--- config.mk ---
export PLATFORM = sky130hd
export DESIGN_NAME = hru_back
export DESIGN_NICKNAME = d
export VERILOG_FILES = /design/src/rtl/hru_pkg.sv /design/src/rtl/hru_back.sv
export SDC_FILE = /design/constraint.sdc
export NUM_CORES = 2
export LEC_CHECK = 0
export BUFFER_PORTS_ARGS = -buffer_cell sky130_fd_sc_hd__buf_2
export CAP_MARGIN = 10
export CELL_PAD_IN_SITES_DETAIL_PLACEMENT = 1
export CELL_PAD_IN_SITES_GLOBAL_PLACEMENT = 1
export CORE_MARGIN = 8
export CORE_UTILIZATION = 55
export DETAILED_ROUTE_END_ITERATION = 8
export GPL_TIMING_DRIVEN = 0
export PLACE_DENSITY_LB_ADDON = 0.12
export SLEW_MARGIN = 10
export SYNTH_ARGS = -nofsm -noshare
export SYNTH_HDL_FRONTEND = slang
export SYNTH_SLANG_ARGS = --single-unit
--- constraint.sdc ---
create_clock -name clk_i -period 25.4 [get_ports clk_i]
set_input_delay 3.81 -clock clk_i [delete_from_list [all_inputs] [get_ports clk_i]]
set_output_delay 3.81 -clock clk_i [all_outputs]
set_load 0.05 [all_outputs]
--- src/rtl/hru_pkg.sv ---
// Shared types, constants and helpers for the Hermitian rank-1 update block.
// No dependencies; every module of the block imports this package.
`timescale 1ns / 1ps

package hru_pkg;

  // store depth, field widths
  localparam int MaxN   = 256;
  localparam int IdxW   = 8;
  localparam int LenW   = 9;
  localparam int CompW  = 16;

  // front-to-back queue and result queue
  localparam int QDepth = 4;
  localparam int QPtrW  = $clog2(QDepth);
  localparam int QCntW  = $clog2(QDepth + 1);
  localparam int ODepth = 4;
  localparam int OPtrW  = $clog2(ODepth);
  localparam int OCntW  = $clog2(ODepth + 1);

  // configuration register indexes
  localparam int CfgIdxW = 2;
  typedef enum logic [CfgIdxW-1:0] {
    CFG_UPPER  = 2'd0,
    CFG_LENGTH = 2'd1,
    CFG_ALPHA  = 2'd2
  } cfg_reg_e;

  // item commands
  typedef enum logic {
    CMD_LOAD   = 1'b0,
    CMD_UPDATE = 1'b1
  } cmd_e;

  typedef logic signed [CompW-1:0] q15_t;

  typedef struct packed {
    q15_t re;
    q15_t im;
  } cplx_t;

  typedef struct packed {
    logic            upper;
    logic [LenW-1:0] length;
    q15_t            alpha;
  } cfg_t;

  // classified update item handed from front to back
  typedef struct packed {
    logic [IdxW-1:0] row;
    logic [IdxW-1:0] col;
    cplx_t           elem;
    cplx_t           x_row;
    cplx_t           x_col;
    logic            changed;
  } job_t;

  typedef struct packed {
    logic [IdxW-1:0] row;
    logic [IdxW-1:0] col;
    cplx_t           elem;
    logic            changed;
  } result_t;

  // clamp a wide signed value into Q1.15
  function automatic q15_t sat_q15(input logic signed [33:0] v);
    q15_t r;
    if (v > 34'sd32767) begin
      r = 16'sh7fff;
    end else if (v < -34'sd32768) begin
      r = 16'sh8000;
    end else begin
      r = v[CompW-1:0];
    end
    return r;
  endfunction

endpackage

--- src/rtl/hru_back.sv ---
// Back end: three-stage multiply and accumulate pipeline feeding the result
// queue, issue gated by credits. Depends on hru_pkg.
`timescale 1ns / 1ps

module hru_back import hru_pkg::*; (
  input  logic    clk_i,
  input  logic    rst_ni,
  input  q15_t    alpha_i,
  input  logic    q_empty_i,
  input  job_t    q_job_i,
  output logic    q_pop_o,
  input  logic    pop,
  output logic    empty,
  output result_t res_o
);

  typedef struct packed {
    logic [IdxW-1:0] row;
    logic [IdxW-1:0] col;
    cplx_t           elem;
    cplx_t           x_row;
    cplx_t           s;
    logic            changed;
  } st1_t;

  typedef struct packed {
    logic [IdxW-1:0]          row;
    logic [IdxW-1:0]          col;
    cplx_t                    elem;
    logic signed [2*CompW-1:0] p_rr;
    logic signed [2*CompW-1:0] p_ii;
    logic signed [2*CompW-1:0] p_ri;
    logic signed [2*CompW-1:0] p_ir;
    logic                     changed;
  } st2_t;

  logic                      b1_valid_q, b2_valid_q;
  st1_t                      b1_q;
  st2_t                      b2_q;
  logic [OCntW-1:0]          credit_q, credit_d;
  logic                      issue;
  logic                      out_pop;
  logic signed [2*CompW-1:0] m_re, m_im;
  logic signed [2*CompW:0]   m_im_neg;
  logic signed [2*CompW:0]   sum_re, sum_im;
  q15_t                      p_re, p_im;
  result_t                   res_d;
  result_t                   o_slots [ODepth];
  logic [OPtrW-1:0]          o_wr_q, o_rd_q;
  logic [OCntW-1:0]          o_cnt_q;

  assign out_pop = pop && !empty;

  // issue only when a place in the result queue is reserved
  assign issue   = !q_empty_i && ((credit_q != OCntW'(ODepth)) || out_pop);
  assign q_pop_o = issue;
  assign credit_d = credit_q + OCntW'(issue) - OCntW'(out_pop);

  // stage 1: s = conj(x[col]) * alpha
  assign m_re     = q_job_i.x_col.re * alpha_i;
  assign m_im     = q_job_i.x_col.im * alpha_i;
  assign m_im_neg = -((2*CompW+1)'(m_im));

  // stage 3: complex sum, floor, add into element; diagonal imaginary part cleared
  always_comb begin
    sum_re = (2*CompW+1)'(b2_q.p_rr) - (2*CompW+1)'(b2_q.p_ii);
    sum_im = (2*CompW+1)'(b2_q.p_ri) + (2*CompW+1)'(b2_q.p_ir);
    p_re   = sat_q15(34'(sum_re >>> (CompW - 1)));
    p_im   = sat_q15(34'(sum_im >>> (CompW - 1)));
    res_d.row     = b2_q.row;
    res_d.col     = b2_q.col;
    res_d.changed = b2_q.changed;
    res_d.elem    = b2_q.elem;
    if (b2_q.changed) begin
      res_d.elem.re = sat_q15(34'(b2_q.elem.re) + 34'(p_re));
      if (b2_q.row == b2_q.col) begin
        res_d.elem.im = '0;
      end else begin
        res_d.elem.im = sat_q15(34'(b2_q.elem.im) + 34'(p_im));
      end
    end
  end

  // control
  always_ff @(posedge clk_i or negedge rst_ni) begin
    if (!rst_ni) begin
      b1_valid_q <= 1'b0;
      b2_valid_q <= 1'b0;
      credit_q   <= '0;
      o_wr_q     <= '0;
      o_rd_q     <= '0;
      o_cnt_q    <= '0;
    end else begin
      b1_valid_q <= issue;
      b2_valid_q <= b1_valid_q;
      credit_q   <= credit_d;
      if (b2_valid_q) begin
        o_wr_q <= OPtrW'((int'(o_wr_q) + 1) % ODepth);
      end
      if (out_pop) begin
        o_rd_q <= OPtrW'((int'(o_rd_q) + 1) % ODepth);
      end
      o_cnt_q <= o_cnt_q + OCntW'(b2_valid_q) - OCntW'(out_pop);
    end
  end

  // pipeline payload and result storage
  always_ff @(posedge clk_i) begin
    if (issue) begin
      b1_q.row     <= q_job_i.row;
      b1_q.col     <= q_job_i.col;
      b1_q.elem    <= q_job_i.elem;
      b1_q.x_row   <= q_job_i.x_row;
      b1_q.s.re    <= sat_q15(34'(m_re >>> (CompW - 1)));
      b1_q.s.im    <= sat_q15(34'(m_im_neg >>> (CompW - 1)));
      b1_q.changed <= q_job_i.changed;
    end
    if (b1_valid_q) begin
      b2_q.row     <= b1_q.row;
      b2_q.col     <= b1_q.col;
      b2_q.elem    <= b1_q.elem;
      b2_q.p_rr    <= b1_q.s.re * b1_q.x_row.re;
      b2_q.p_ii    <= b1_q.s.im * b1_q.x_row.im;
      b2_q.p_ri    <= b1_q.s.re * b1_q.x_row.im;
      b2_q.p_ir    <= b1_q.s.im * b1_q.x_row.re;
      b2_q.changed <= b1_q.changed;
    end
    if (b2_valid_q) begin
      o_slots[o_wr_q] <= res_d;
    end
  end

  assign empty = (o_cnt_q == '0);
  assign res_o = o_slots[o_rd_q];

endmodule

Word level (Yosys, flattened, before mapping)
Memory sizes are Yosys's and may differ from the RTL's.
Index checks and enable logic that the tools add are counted.

storage, ports and cells
  word-level logic and storage cells = 76
  register bits after elaboration = 302
  bits in latches = 0
  bits of input ports = 133
  memories kept = 1
  memory bits (writable) = 196
  output and inout port bits = 51
  ROM bits = 0

memories
  memory   words  width  read ports  clocked after Yosys merged registers in  write ports  line            text
  o_slots  4      49     1           0                                        1            hru_back.sv:48  result_t o_slots [ODepth];

cells by class
  equality and inequality tests = 2
  shift-type cells = 0
  add/subtract/negate cells = 11
  $mul = 6
  div/mod/pow operators = 0
  $lt $le $gt $ge = 12
  bitwise gates (word level) = 0
  reductions and logical operators = 6
  mux-type cells = 14

operators by type and width
  cell                    count
  $mul A16 B16 Y32        6
  $mux W16                11
  $gt A18 B16 Y1 const B  3
  $lt A18 B16 Y1 const B  3
  $gt A17 B16 Y1 const B  3
  $lt A17 B16 Y1 const B  3
  $add A16 B16 Y17        2
  $add A32 B32 Y33        1
  $neg A32 Y33            1
  $sub A32 B32 Y33        1
  $mux W32                1
  $eq A8 B8 Y1            1
  $add A3 B1 Y3           2
  $sub A3 B1 Y3           2
  $add A2 B1 Y2 const B   2
  $logic_not A3 Y1        1
  $ne A3 B3 Y1 const B    1
  $logic_and A1 B1 Y1     2
  $logic_not A1 Y1        2
  $mux W1                 2
  $logic_or A1 B1 Y1      1

Longest topological paths before layout
  depth after elaboration = 10
  depth in mapped cells = 28
  depth with buffers taken out = 27

Least setup slack after synthesis
No wires, ideal clock.

  path kind = input-to-output
  start point = in pop
  end point = out q_pop_o
  path buffers = 0
  arrival time = 10.909 ns
  setup slack = 10.681 ns
  stages on the path = 2
  cells stage by stage = nand2b_1 > a31oi_1

on the way
  word-level cells in the longest chain between the ends = 3

RTL lines
  what                 line            text
  from (decl)          hru_back.sv:12  input logic pop,
  $logic_and A1 B1 Y1  hru_back.sv:52  assign out_pop = pop && !empty;
  $logic_or A1 B1 Y1   hru_back.sv:55  assign issue = !q_empty_i && ((credit_q != OCntW'(ODepth)) || out_pop);
  $logic_and A1 B1 Y1  hru_back.sv:55
  to (decl)            hru_back.sv:11  output logic q_pop_o,

Every way passes these cells.

Final worst setup path
  start point = in alpha_i[2]
  end point = reg b1_q[30] (netlist bit) (data pin)

on the way
  word-level cells in the longest chain between the ends = 3
  elaborated cells on any way between the ends = 4

RTL lines
  what                line            text
  from (decl)         hru_back.sv:8   input q15_t alpha_i,
  $mul A16 B16 Y32 *  hru_back.sv:60  assign m_re = q_job_i.x_col.re * alpha_i;
  $lt A17 B16 Y1      hru_pkg.sv:70   end else if (v < -34'sd32768) begin
  $mux W16            hru_pkg.sv:70
  to (decl)           hru_back.sv:38  st1_t b1_q;

Mark *: on every way between the ends. The rest lies on a longest branch, timed or not.
A chain may end at the register's enable or synchronous reset.

==> flow_metrics.tcl <==
set metrics [dict create \
    outcome "finished clean" \
    fin_worst_skew_ns 0.0235 \
    final_common_cell "inv_1" \
    setup_viol 0 \
    syn_to_final_growth_pct 6.87 \
    synth_top_flop_cell "edfxtp_1" \
    dp_cells 9643 \
    drive_gt1_share_pct 4.72 \
    cts_resized 0 \
    gp_congestion 0.981 \
    rsz0062_at_grt "no" \
    drt_wl_total_um 256000 \
    vias 55700 \
    fin_crit_ns 11.33 \
    grt_antenna_before_repair 21 \
    grt_pass1_vias 64100 \
    insertion_delay_ns 0.68 \
    coreArea_um2 142000 \
    cts_buffers 54 \
    fillers 15600 \
    slowest_stage "clkbuf_1" \
    grt_pass1_wl_um 389000 \
    detail_route.first_pass.iterations 6 \
    fin_area_um2 84000 \
    cpPeakStageDelay_ns 0.68 \
    maxCapViolCount 0 \
    instances_no_fill 9771 \
    syn_area_um2 78600 \
    synth_area_per_cell_um2 10.4 \
    syn-num-nets 9879 \
    crit_family "adder cells" \
    drtAntennaViolNets 0 \
    crit_type "primary input to flop" \
    clock_path_buffers 3 \
    wl_per_cell_um 26.2 \
    grt_usage_pct 33.1 \
    dieArea_um2 155000 \
    finalMaxSlewViolations 0 \
    grt_max_degree 63 \
    fp.dieH_um 394 \
    max_slew_margin_pct 9.98 \
    critPathArrivalTime_ns 11.86 \
    hold_viol_final 0 \
    multi_input_area_um2 56000 \
    worstHoldPathType "flop to flop" \
    cts_max_level 2 \
    clockRootBuffer "clkbuf_16" \
    numPortBuffers 183 \
    nets 10100 \
    async_flop_share_pct 2.41 \
    placed_area_um2 82100 \
    cts_hold_buffers 0 \
    critPathLaunchType "primary input" \
    ys_ff_latch 498 \
    worst_ep_required_time_ns 25.93 \
    seqCellArea_um2 14900 \
    crit_fanout 10 \
    cts_setup_buffers 0 \
    crit_top_cell "fa_1" \
    overflow 0 \
    yosys_warnings 0 \
    drt_iter0_drc 3751 \
    layout_common_cells "inv_1, fa_1, nand2_1" \
    synth_cells 7561 \
    ys_types 83 \
    cts_tree "built" \
    via_per_inst 5.70 \
    hpwl_um 210000 \
    drcViolationCount 0 \
    fin_setup_tns_ns 0 \
    initial_core_util_pct 55.4 \
    fmax_mhz 88.2 \
    clkTransAtPathRegs_ns 0.06 \
    tightest_slew_ns 1.34 \
    io_pins 184 \
    finalCritPeriodShare_pct 44.6 \
    yosysSeqAreaShare_pct 19.0 \
    cts_sinks 498 \
    crit_buf_inv 8 \
    row_count 138 \
    die_w_um 394 \
    synth_edf_count 486 \
    end_kind "flop" \
]
## per-layer routing
metal / global-route usage, % / up-vias / share of wire, %
met5: 0 / - / 0.029
met4: 22.7 / 10 / 8.9
met3: 5.25 / 716 / 6.8
met2: 55.4 / 2146 / 48
met1: 39.5 / 29200 / 36
li1: - / 23600 / -
## final timing paths
path                             from          to  slack, ns  cells after the start
min                          b1_q[78]   b2_q[142]       0.42                      0
max reg2reg                  b1_q[58]   b2_q[128]      16.21                     21
min in group asynchronous      rst_ni  b1_valid_q       3.00                      1
max                        alpha_i[2]    b1_q[30]      14.07                     26
max in group asynchronous      rst_ni  b1_valid_q      22.14                      1
min reg2reg                  b1_q[78]   b2_q[142]       0.42                      0
## registers in the layout (all words and copies together), names as in the netlist
name and count:
b1_valid_q 1, credit_q 3, b1_q 113, b2_valid_q 1, b2_q 177, o_slots 196, o_rd_q 2, o_cnt_q 3
o_wr_q 2
## layout make-up
cell class                 instances  share of cell area, %
timing repair buffer             193                   1.32
clock inverter                    39                  0.522
tap                             1890                   2.82
multi-input combinational       5015                   66.7
buffer                           302                   1.36
sequential                       498                   17.7
antenna                           27                 0.0805
clock buffer                      61                   1.65
inverter                        1746                   7.81
## synthesized netlist by cell type (all sizes together) (4+ instances only)
master / number / area, µm²
a311o: 4 / 40.0
a31oi: 14 / 87.6
clkbuf: 291 / 1090
o21a: 42 / 315
xor2: 69 / 604
a31o: 7 / 70.1
edfxtp: 486 / 14600
nand3: 40 / 200
a41oi: 8 / 85.1
or3: 11 / 68.8
nand2b: 97 / 607
a41o: 7 / 70.1
o31ai: 10 / 75.1
a211oi: 31 / 233
nor2b: 24 / 150
and4: 6 / 55.1
and2: 662 / 4140
a21o: 68 / 513
a211o: 8 / 70.1
nor3: 29 / 145
xnor2: 194 / 1700
o21ai: 110 / 551
mux4: 49 / 1100
nand2: 878 / 3300
o22ai: 25 / 156
dfrtp: 12 / 300
o211ai: 12 / 90.1
o31a: 5 / 43.8
o221ai: 8 / 70.1
fa: 1575 / 31500
and3: 17 / 106
or2: 7 / 43.8
o21bai: 33 / 251
nor4: 7 / 50.1
buf: 11 / 52.6
ha: 610 / 7630
a21boi: 4 / 30.0
inv: 1745 / 6550
a21oi: 149 / 749
o41ai: 4 / 42.6
o2111ai: 4 / 35.0
nor2: 135 / 507
nand4: 14 / 87.6
## metrics by stage
stage          hold WS [ns]  util (%)  setup slack [ns]
2_1_floorplan         0.400         -             10.68
3_3_place_gp          0.401      57.7              5.33
3_5_place_dp          0.406      57.9             13.26
4_1_cts               0.420      59.2             13.99
5_1_grt               0.426      59.2             13.65
6_report              0.419      59.2             14.07
## kinds of logic after synthesis
family / count (synthesis) / share of synthesized area, %
adder cells (fa/ha/maj): 2185 / 49.8
buffers and inverters: 2048 / 9.80
AND/OR/NAND/NOR: 1936 / 12.1
AO/OA/AOI/OAI: 579 / 4.87
flip-flops: 498 / 19.0
XOR/XNOR: 263 / 2.93
multiplexers: 52 / 1.45
Power is not shown: default switching activity piles up to over one toggle a cycle in this logic, so the estimate is an artifact.
