## src/rtl/hru_pkg.sv

```systemverilog
// Shared types, constants and helpers for the Hermitian rank-1 update block.
// No dependencies; every module of the block imports this package.
`timescale 1ns / 1ps

package hru_pkg;

  // store depth, field widths
  localparam int MaxN   = 256;
  localparam int IdxW   = 8;
  localparam int LenW   = 9;
  localparam int CompW  = 16;

  // front-to-back queue and result queue
  localparam int QDepth = 4;
  localparam int QPtrW  = $clog2(QDepth);
  localparam int QCntW  = $clog2(QDepth + 1);
  localparam int ODepth = 4;
  localparam int OPtrW  = $clog2(ODepth);
  localparam int OCntW  = $clog2(ODepth + 1);

  // configuration register indexes
  localparam int CfgIdxW = 2;
  typedef enum logic [CfgIdxW-1:0] {
    CFG_UPPER  = 2'd0,
    CFG_LENGTH = 2'd1,
    CFG_ALPHA  = 2'd2
  } cfg_reg_e;

  // item commands
  typedef enum logic {
    CMD_LOAD   = 1'b0,
    CMD_UPDATE = 1'b1
  } cmd_e;

  typedef logic signed [CompW-1:0] q15_t;

  typedef struct packed {
    q15_t re;
    q15_t im;
  } cplx_t;

  typedef struct packed {
    logic            upper;
    logic [LenW-1:0] length;
    q15_t            alpha;
  } cfg_t;

  // classified update item handed from front to back
  typedef struct packed {
    logic [IdxW-1:0] row;
    logic [IdxW-1:0] col;
    cplx_t           elem;
    cplx_t           x_row;
    cplx_t           x_col;
    logic            changed;
  } job_t;

  typedef struct packed {
    logic [IdxW-1:0] row;
    logic [IdxW-1:0] col;
    cplx_t           elem;
    logic            changed;
  } result_t;

  // clamp a wide signed value into Q1.15
  function automatic q15_t sat_q15(input logic signed [33:0] v);
    q15_t r;
    if (v > 34'sd32767) begin
      r = 16'sh7fff;
    end else if (v < -34'sd32768) begin
      r = 16'sh8000;
    end else begin
      r = v[CompW-1:0];
    end
    return r;
  endfunction

endpackage

```

## src/rtl/hru_queue.sv

```systemverilog
// Short queue of classified update items between front and back end.
// Depends on hru_pkg.
`timescale 1ns / 1ps

module hru_queue import hru_pkg::*; (
  input  logic             clk_i,
  input  logic             rst_ni,
  input  logic             push_i,
  input  job_t             push_job_i,
  input  logic             pop_i,
  output job_t             pop_job_o,
  output logic             empty_o,
  output logic [QCntW-1:0] count_o
);

  job_t             slots [QDepth];
  logic [QPtrW-1:0] wr_ptr_q, wr_ptr_d;
  logic [QPtrW-1:0] rd_ptr_q, rd_ptr_d;
  logic [QCntW-1:0] count_q, count_d;
  logic             do_pop;

  assign do_pop = pop_i && (count_q != '0);

  // pointer and count update
  always_comb begin
    wr_ptr_d = push_i ? QPtrW'((int'(wr_ptr_q) + 1) % QDepth) : wr_ptr_q;
    rd_ptr_d = do_pop ? QPtrW'((int'(rd_ptr_q) + 1) % QDepth) : rd_ptr_q;
    count_d  = count_q + QCntW'(push_i) - QCntW'(do_pop);
  end

  always_ff @(posedge clk_i or negedge rst_ni) begin
    if (!rst_ni) begin
      wr_ptr_q <= '0;
      rd_ptr_q <= '0;
      count_q  <= '0;
    end else begin
      wr_ptr_q <= wr_ptr_d;
      rd_ptr_q <= rd_ptr_d;
      count_q  <= count_d;
    end
  end

  // storage
  always_ff @(posedge clk_i) begin
    if (push_i) begin
      slots[wr_ptr_q] <= push_job_i;
    end
  end

  assign pop_job_o = slots[rd_ptr_q];
  assign empty_o   = (count_q == '0);
  assign count_o   = count_q;

endmodule

```

## config.mk

```make
export PLATFORM = sky130hd
export DESIGN_NAME = hru_queue
export DESIGN_NICKNAME = d
export VERILOG_FILES = /design/src/rtl/hru_pkg.sv /design/src/rtl/hru_queue.sv
export SDC_FILE = /design/constraint.sdc
export NUM_CORES = 1
export LEC_CHECK = 0
export ABC_AREA = 1
export ABC_CLOCK_PERIOD_IN_PS = 8200
export BUFFER_PORTS_ARGS = -buffer_cell sky130_fd_sc_hd__clkbuf_2
export CAP_MARGIN = 10
export CORE_ASPECT_RATIO = 1.2
export CORE_MARGIN = 3
export CORE_UTILIZATION = 58
export CTS_BUF_LIST = sky130_fd_sc_hd__clkbuf_8
export DETAILED_ROUTE_END_ITERATION = 7
export PLACE_DENSITY_LB_ADDON = 0.25
export REMOVE_ABC_BUFFERS = 1
export SLEW_MARGIN = 25
export SYNTH_ARGS = -nofsm -noshare
export SYNTH_HDL_FRONTEND = slang
export SYNTH_SLANG_ARGS = --single-unit
```

## constraint.sdc

```tcl
create_clock -name clk_i -period 8.2 [get_ports clk_i]
set_clock_uncertainty 0.1 [all_clocks]
set_input_delay 1.23 -clock clk_i [delete_from_list [all_inputs] [get_ports clk_i]]
set_output_delay 1.23 -clock clk_i [all_outputs]
set_load 0.02 [all_outputs]
```

# Word level (Yosys, flattened, before mapping)
# Memories as Yosys holds them, arrays and structs flattened.
# Index checks and enable logic that the tools add are counted.
# op_classes
addsub	4
mux	2
n_reduce_logical	3
# op_table
op	count
2-bit by 1-bit adder with 2-bit output (second input constant)	2
3-bit by 1-bit adder with 3-bit output	1
3-bit zero test	1
3-bit nonzero test	1
3-bit by 1-bit subtractor with 3-bit output	1
1-bit 2-to-1 mux	2
1-bit logical AND	1
# word_totals
register_bits	7
ram_bits	452
in_bits	117
output_inout_bits	117
word_cells	13
mem_count	1
# mem_list
memory	depth	word_bits	read_ports	rd_ports_with_merged_regs	write_ports	line	source
slots	4	113	1	0	1	hru_queue.sv:16	job_t slots [QDepth];

# Longest topological paths before layout
# Gate-level depths: netlist of run 1.
# depth
word_depth	3
ltp_mapped	12
mapped_depth_nobuf	12

# Worst setup path before layout of run 1
# No wires, ideal clock.
# synth_path
path_kind	input-to-reg
from	input push_i
to	memory slots[2][0] (netlist bit), enable pin
setup_time_ns	0.467
t_arrival_ns	3.707
required_ns	7.633
slack_ns	3.926
cell_stages	3
n_path_buf	1
cell_sequence	clkbuf_1 -> nand2_1 -> inv_1
# synth_via
elab_chain_cells	2
# synth_rtl
item	line	source
from (decl)	hru_queue.sv:8	input logic push_i,
1-bit 2-to-1 mux	hru_queue.sv:45	if (push_i) begin
1-bit 2-to-1 mux (not written as such)	hru_queue.sv:46	slots[wr_ptr_q] <= push_job_i;
to (decl)	hru_queue.sv:16	
# No other way between the ends.

==> results of run 1 <==
-- sequential cells by signal (all words and copies together) (netlist names) --
signal and flops:
rd_ptr_q 2, count_o 3, slots 452, wr_ptr_q 2
-- cell usage after synthesis (6+ instances only) --
library cell / n / area [µm²]
buf_1: 8 / 30.03
buf_2: 13 / 65.06
buf_6: 21 / 236.5
clkbuf_1: 30 / 112.6
dfrtp_1: 7 / 175.2
edfxtp_1: 452 / 13570
ha_1: 6 / 75.07
inv_1: 129 / 484.2
nand2_1: 355 / 1333
nor2_1: 227 / 852.1
o21ai_0: 184 / 920.9
o21ai_1: 43 / 215.2
-- path summary, 6_finish.rpt --
check	start	cells past startpoint	slack, ns	to
max	rd_ptr_q[0]	5	3.24	pop_job_o[22]
min	rst_ni	1	0.40	count_o[2]
max reg2reg	wr_ptr_q[0]	5	5.51	slots[0][21]
min reg2reg	wr_ptr_q[0]	1	0.44	wr_ptr_q[0]
max in group asynchronous	rst_ni	1	7.38	rd_ptr_q[0]
min in group clk_i	wr_ptr_q[0]	1	0.44	wr_ptr_q[0]
-- metal layers --
layer | GRT usage [%] | share of wire [%] | vias to the layer above
li1 | - | - | 5488
met1 | 27.10 | 41 | 5312
met2 | 36.25 | 50 | 369
met3 | 5.298 | 7.0 | 64
met4 | 7.790 | 2.4 | 4
met5 | 0 | 0.091 | -
-- cell families (layout without fill, tap and decap cells) --
family	Yosys count	after routing	share of synthesized area (%)
DFF	459	459	75.67
AOI/OAI and AO/OA	227	227	6.253
and+or+nand+nor	584	584	12.08
buffers and inverters	206	496	5.324
xor gates and xnor gates	3	3	0.1447
adders and majority gates	7	7	0.5234
other	0	1	0
-- power by group through the flow --
stage	registers (µW)	clock network [µW]	logic, µW
after floorplan	3390	0	1880
after global placement	3270	0	2730
after detailed placement	3280	0	2790
after CTS	3240	1740	2800
after global routing	3280	1840	3070
final	3240	1700	2760
-- final cells by class --
class	count	area share (%)
inverters	130	2.444
repair buffers	241	6.072
flip-flops and latches	459	66.33
diodes	1	0.01207
multi-input cells	821	16.65
clock inverters	50	1.117
well taps	396	2.390
clock buffers	75	4.979
-- metrics by stage --
step | util (%) | hold WS (ns) | cell area, µm² | setup TNS [ns]
after floorplan | - | 0.3415 | 17690 | -116.54
after global placement | 63.40 | 0.4166 | 19430 | 0
after detailed placement | 63.40 | 0.4271 | 19430 | 0
after CTS | 67.52 | 0.3592 | 20700 | 0
after global routing | 67.62 | 0.3704 | 20730 | 0
final | 67.63 | 0.3987 | 20730 | 0
-- worst max-delay path, delay by kind of cell, from the launching register on --
kind	cells	cell delay [ns]
buffers and inverters	3	1.64
DFF	1	0.99
AOI/OAI and AO/OA	1	0.30
and+or+nand+nor	1	0.10
==> metrics.txt, run 1 <==
initial DRC count 1180; first-pass GRT wire length 56550 µm; most common library cell in the layout ignoring fill and taps edfxtp_1; Fillers 2213; die area 33490 µm²; synthesis-stage register bit count 459; Vias 11237; run status complete, no violations; Post-synth EDFFs 452; DRT Pass-1 Iters 5; number of vias per cell 5.171; register area 13750 µm²; highest-count cells in the layout ignoring fill and taps edfxtp_1 (452), nand2_1 (355), clkbuf_2 (233), nor2_1 (227), o21ai_0 (184); critical path class reg2out; dpl hpwl 20090 µm; startpoint types flop; Switch Pwr 2994 µW; Most used DFF post-synth edfxtp_1; setup bufs post-CTS 0; CTS root buf clkbuf_8; placer congestion estimate 0.7397; DIE HEIGHT 199.9 µm; Worst Path Arrival 3.63 ns; wire per inst 16.69 µm; Final ANT Viol Nets 0; Nets 1847; post-cts resize count 0; clock power share 22.0%; Worst-Margin Slew 1.049 ns; CTS tree yes; CTS Buffer Depth 3; Tmin final 4.958 ns; Syn-to-layout area delta 14.11%; hold buffers post-CTS 0; count of input and output buffers 233; Mapped Cells 1486; Crit Path Max Fanout 92; Num CTS Buffers 70; io pins 234; HP Class in2async; Remaining DRCs 0; final-report hold violation count 0; initial antenna violation count 3; clk sinks 459; cell area power density 371.0 nW/µm²; Relative slew margins 30.09%; Slew Viols, Final 0; syn avg cell area 12.23 µm²; CTS clk-pin slew, worst paths 0.06 ns; asr flop ratio synth 1.525%; H-Tree Depth 3; Final Non-Filler Cells 2173; sequential cell fraction of total power 42.1%; Multi-input gate area 3452 µm²; Inst Count DP 2046; number of global-route vias before repair 10980; cell breakdown of the critical path clkinv_2 > buf_4 > o21ai_0 > nand2_1 > clkbuf_2; Synth warnings 0; RSZ-0062 raised after global routing false; P_leak 0.008462 µW; Worst-Skew Late Latency 0.57 ns; share of cells above drive strength 1 18.58%; Final Cycle Share 60.46%; Place WS 3.797 ns; CP max-delay cell dfrtp_4; sw frac 38.92%; Final Power 7692 µW; combinational power share 35.9%; Int Power 4698 µW; Worst Path Required 6.87 ns; Initial Util 59.27%; largest net degree at the start of global routing 252; Row Count 70; IR drop worst, VDD 0.3099 mV; Setup-failing EPs final 0; post-synthesis sequential area ratio 75.67%; distinct cell type count after synthesis 20; Mapped Area 18170 µm²; Max Cap Violations 0; gr usage total 21.33%; CP peak stage delay 0.99 ns; Die Width 167.6 µm; core area 30650 µm²; Critical Path Sink Type output port; DRT Wirelength 36260 µm; GRT overflow 0; Fmax achieved 0.2017 GHz; PnR worst setup slack 3.242 ns
No activity file was read; power rests on OpenSTA's default activity.
==> run 2, diff against run 1 <==
--- a/config.mk
+++ b/config.mk
@@ -5,8 +5,8 @@
 export SDC_FILE = /design/constraint.sdc
 export NUM_CORES = 1
 export LEC_CHECK = 0
-export ABC_AREA = 1
-export ABC_CLOCK_PERIOD_IN_PS = 8200
+export ABC_AREA = 0
+export ABC_CLOCK_PERIOD_IN_PS = 5200
 export BUFFER_PORTS_ARGS = -buffer_cell sky130_fd_sc_hd__clkbuf_2
 export CAP_MARGIN = 10
 export CORE_ASPECT_RATIO = 1.2
==> constraint.sdc (replaced) <==
create_clock -name clk_i -period 5.2 [get_ports clk_i]
set_clock_uncertainty 0.1 [all_clocks]
set_input_delay 0.78 -clock clk_i [delete_from_list [all_inputs] [get_ports clk_i]]
set_output_delay 0.78 -clock clk_i [all_outputs]
set_load 0.02 [all_outputs]
==> metrics.txt, run 2 <==
number of global-route vias before repair 8517; distinct cell type count after synthesis 18; Setup-failing EPs final 0; post-synthesis sequential area ratio 82.40%; DRT Wirelength 31640 µm; Post-Synth Simple-Gate Area 0.2025%; syn avg cell area 26.65 µm²; synthesis-stage register bit count 459; CTS root buf clkbuf_8; Multi-input gate area 2749 µm²; dpl hpwl 19790 µm; most frequent cell after synthesis edfxtp_1; xor and xnor fraction of the mapped netlist area 0.2625%; die area 30850 µm²; setup_tns 0 ns; complex-gate fraction of the synthesized area 0.1275%; setup bufs post-CTS 0; number of vias per cell 5.668; met2 Use GR 35.95%; synthesized-area fraction occupied by adder cells 0.5699%; Synth area leaders edfxtp_1 (81%), mux4_2 (15%), dfrtp_1 (1.0%); top cells by count, synth edfxtp_1 (452), mux4_2 (113), buf_2 (14); Worst Path Required 4.32 ns; core area 28170 µm²; Syn-to-layout area delta 17.23%; Die Width 160.8 µm; RSZ-0062 raised after global routing false; Mapped Area 16680 µm²; clk sinks 459; busiest grt layer met2; Fmax achieved 0.2726 GHz; Inst Count DP 1225; cell breakdown of the critical path buf_12 > buf_12 > mux4_2 > clkbuf_2; initial antenna violation count 3; Critical Path Most Common Cell buf_12; cell area power density 577.2 nW/µm²; met1 usage 25.36%; Final Cycle Share 70.53%; run status complete, no violations; delay-heaviest family, CP flip-flops; Yosys top cell area share 81.35%; Crit Path Max Fanout 35; final-report hold violation count 0; most flop-heavy register slots; CTS tree yes; register area 13760 µm²; initial DRC count 540; Slew Viols, Final 0; gr usage total 21.00%; asr flop ratio synth 1.525%; Mapped Cells 626; met3 Use GR 6.967%; Critical Path Sink Type output port; CTS Buffer Depth 3; hold buffers post-CTS 1; CP max-delay cell dfrtp_4; wire per inst 23.52 µm; H-Tree Depth 3; Int Power 7636 µW; post-cts resize count 0; startpoint types flop; Initial Util 59.24%; Post-synth EDFFs 452; # diodes 0; Row Count 67; crit path buf inv count 3; count of input and output buffers 233; CTS clk-pin slew, worst paths 0.06 ns; critical path class reg2out; post-synthesis mux area share 15.25%; Final Non-Filler Cells 1345; largest net degree at the start of global routing 69; largest family of logic cells by synthesized area multiplexers; Num CTS Buffers 69; Max Cap Violations 0; first-pass GRT wire length 48510 µm; Tmin final 3.668 ns; HP Class in2reg; highest-count cells in the layout ignoring fill and taps edfxtp_1 (452), clkbuf_2 (233), mux4_2 (113), clkbuf_8 (73), inv_1 (34); clock power share 22.8%; Remaining DRCs 0; DRT Pass-1 Iters 5; Most used DFF post-synth edfxtp_1; Synth warnings 0; io pins 234; placer congestion estimate 0.7899; Worst-Skew Late Latency 0.57 ns; share of cells above drive strength 1 46.17%; Switch Pwr 3652 µW; Relative slew margins 35.91%; sw frac 32.35%; Worst Path Arrival 2.79 ns; hold_ws 0.3302 ns; max FFs per register 452; combinational power share 31.4%; Final ANT Viol Nets 0; Worst-Margin Slew 0.9613 ns; P_leak 0.006861 µW; Nets 1045; DIE HEIGHT 191.8 µm; Vias 7624; IR drop worst, VDD 0.5498 mV; CP peak stage delay 0.82 ns; GRT overflow 0; cell taking the most area after synthesis edfxtp_1; most common library cell in the layout ignoring fill and taps edfxtp_1; sequential cell fraction of total power 45.8%; Fillers 1769; Final Power 11290 µW
-- run 2: worst paths after layout --
kind	start	endpoint	slack (ns)	cells past startpoint
max in group asynchronous	rst_ni	rd_ptr_q[0]	4.29	2
min in group asynchronous	rst_ni	rd_ptr_q[1]	0.51	2
worst max register to register	wr_ptr_q[0]	slots[0][21]	2.66	4
worst min register to register	wr_ptr_q[0]	wr_ptr_q[0]	0.50	1
worst min-delay path	push_job_i[29]	slots[3][29]	0.33	1
worst max-delay path	rd_ptr_q[0]	pop_job_o[57]	1.53	4
-- run 2: metrics by stage --
step	cell area, µm²	setup WS, ns	utilization [%]
after global routing	19560	1.325	69.44
after detailed placement	18280	1.899	64.90
after CTS	19490	1.256	69.20
after floorplan	16510	-0.8150	-
final	19560	1.532	69.44
after global placement	18280	1.938	64.90
-- run 2: power by group through the flow --
stage	Sequential (µW)	Combinational, µW	Clock (µW)
2_1_floorplan	5420	2350	0
3_3_place_gp	5260	3480	0
3_5_place_dp	5320	3530	0
4_1_cts	5250	3540	2650
5_1_grt	5250	3780	2810
6_report	5170	3550	2570
-- run 2: logic make-up (layout without fill, tap and decap cells) --
logic type | after synthesis | in the layout
DFF | 459 | 459
and+or+nand+nor | 6 | 6
AOI/OAI and AO/OA | 3 | 3
muxes | 113 | 113
buffers and inverters | 33 | 373
adders and majority gates | 7 | 7
xor gates and xnor gates | 5 | 5
-- run 2: area by class of cell --
class / instances / area share [%]
Multi-Input combinational cell: 134 / 14.05
Sequential cell: 459 / 70.33
Tap cell: 379 / 2.425
Clock buffer: 73 / 5.137
Clock inverter: 43 / 0.9979
Timing Repair Buffer: 250 / 6.922
Inverter: 7 / 0.1343
-- run 2: metal layers --
metal	part of all wire [%]	vias up	wire length, µm
met4	2.4	6	766
met2	54	277	16980
met5	0.11	-	34
li1	-	3302	-
met3	7.9	65	2514
met1	36	3974	11350
==> run 3, diff against run 2 <==
--- a/config.mk
+++ b/config.mk
@@ -6,7 +6,7 @@
 export NUM_CORES = 1
 export LEC_CHECK = 0
 export ABC_AREA = 0
-export ABC_CLOCK_PERIOD_IN_PS = 5200
+export ABC_CLOCK_PERIOD_IN_PS = 3520
 export BUFFER_PORTS_ARGS = -buffer_cell sky130_fd_sc_hd__clkbuf_2
 export CAP_MARGIN = 10
 export CORE_ASPECT_RATIO = 1.2
==> constraint.sdc (replaced) <==
create_clock -name clk_i -period 3.52 [get_ports clk_i]
set_clock_uncertainty 0.1 [all_clocks]
set_input_delay 0.528 -clock clk_i [delete_from_list [all_inputs] [get_ports clk_i]]
set_output_delay 0.528 -clock clk_i [all_outputs]
set_load 0.02 [all_outputs]
==> metrics.txt, run 3 (synthesis results as in run 2) <==
run status complete, no violations; wire per inst 22.74 µm; Nets 1045; number of vias per cell 5.646; Worst Path Arrival 2.42 ns; die area 30850 µm²; gr usage total 20.58%; GRT overflow 0; count of input and output buffers 233; clk sinks 459; hold_ws 0.07556 ns; Vias 7633; Critical Path Sink Type output port; H-Tree Depth 3; RSZ-0062 raised after global routing false; Worst Path Required 2.89 ns; most common library cell in the layout ignoring fill and taps edfxtp_1; P_leak 0.006883 µW; register area 13760 µm²; IR drop worst, VDD 0.6020 mV; Remaining DRCs 0; post-cts resize count 0; Die Width 160.8 µm; Multi-input gate area 2749 µm²; highest-count cells in the layout ignoring fill and taps edfxtp_1 (452), clkbuf_2 (233), mux4_2 (113), clkbuf_8 (77), inv_1 (30); Relative slew margins 41.51%; Max Cap Violations 0; Final ANT Viol Nets 0; core area 28170 µm²; placer congestion estimate 0.7340; max FFs per register 452; Setup-failing EPs final 0; CTS Buffer Depth 3; # diodes 0; CTS root buf clkbuf_8; number of global-route vias before repair 8374; DRT Wirelength 30740 µm; share of cells above drive strength 1 46.45%; Worst-Skew Late Latency 0.57 ns; final-report hold violation count 0; HP Class in2reg; dpl hpwl 19010 µm; startpoint types flop; CTS clk-pin slew, worst paths 0.06 ns; Worst-Margin Slew 0.8773 ns; PnR worst setup slack 0.4706 ns; initial DRC count 474; Syn-to-layout area delta 17.87%; DIE HEIGHT 191.8 µm; Crit Path Max Fanout 37; most flop-heavy register slots; Fillers 1734; cell area power density 851.7 nW/µm²; fin util 69.82%; critical path class reg2out; io pins 234; largest net degree at the start of global routing 73; Final Cycle Share 86.63%; Fmax achieved 0.3279 GHz; Slew Viols, Final 0; Num CTS Buffers 69; Place WS 0.9932 ns; initial antenna violation count 1; Row Count 67; DRT Pass-1 Iters 5; first-pass GRT wire length 47490 µm; Tmin final 3.049 ns; CTS tree yes; Initial Util 59.24%
run 3: changes by cell type in the layout (fill, tap and decap cells not counted), sizes merged:
| cell | before | now |
|---|---|---|
| clkinv | 14 | 19 |
| clkbuf | 306 | 310 |
| inv | 34 | 31 |
| clkinvlp | 1 | 3 |
| bufinv | 1 | 0 |
run 3: worst paths after layout:
| check | from | end | slack, ns | cells after the start |
|---|---|---|---|---|
| min in group asynchronous | rst_ni | rd_ptr_q[0] | 0.25 | 2 |
| worst max-delay path | rd_ptr_q[0] | pop_job_o[77] | 0.47 | 3 |
| max in group asynchronous | rst_ni | rd_ptr_q[1] | 2.88 | 2 |
| worst max register to register | count_o[1] | count_o[2] | 1.03 | 9 |
| worst min-delay path | push_job_i[93] | slots[2][93] | 0.08 | 1 |
| worst min register to register | wr_ptr_q[0] | wr_ptr_q[0] | 0.43 | 1 |
run 3: through the flow:
stage	cell area, µm²	power, µW	setup TNS [ns]	instances
2_1_floorplan	16510	11220	-374.35	600
3_3_place_gp	18400	12990	0	1228
3_5_place_dp	18400	13140	0	1228
4_1_cts	19670	17030	0	1352
5_1_grt	19670	17590	0	1352
6_report	19670	16750	0	1352
run 3: cell type report:
| class | count | share of cell area [%] |
|---|---|---|
| clock inverter | 46 | 0.9798 |
| tap | 379 | 2.411 |
| sequential | 459 | 69.95 |
| inverter | 7 | 0.1336 |
| multi-input combinational | 134 | 13.98 |
| timing repair buffer | 250 | 7.164 |
| clock buffer | 77 | 5.389 |
run 3: metal layers:
layer	global-route usage, %	up-vias	wire length, µm
li1	-	3313	-
met1	26.62	3990	11770
met2	34.16	284	16050
met4	7.216	2	651
met3	5.910	44	2259
met5	0	-	11
run 3: critical path, stage by stage (launching register included):
cell      delay [ns]
dfrtp_4         0.72
buf_12          0.34
mux4_2          0.56
clkbuf_2        0.18
run 3: report_power, final:
| group | leakage (µW) | switching (µW) | internal [µW] |
|---|---|---|---|
| Sequential | 0.00423 | 322 | 7150 |
| Combinational | 0.00193 | 3220 | 2200 |
| Clock | 0.000718 | 1850 | 2000 |
| Total | 0.00688 | 5400 | 11400 |
run 3: what timing repair did:
action	CTS	global route
setup buffers	0	0
hold buffers	1	0
endpoints found under the setup margin	0	0
hold endpoints to repair	7	0
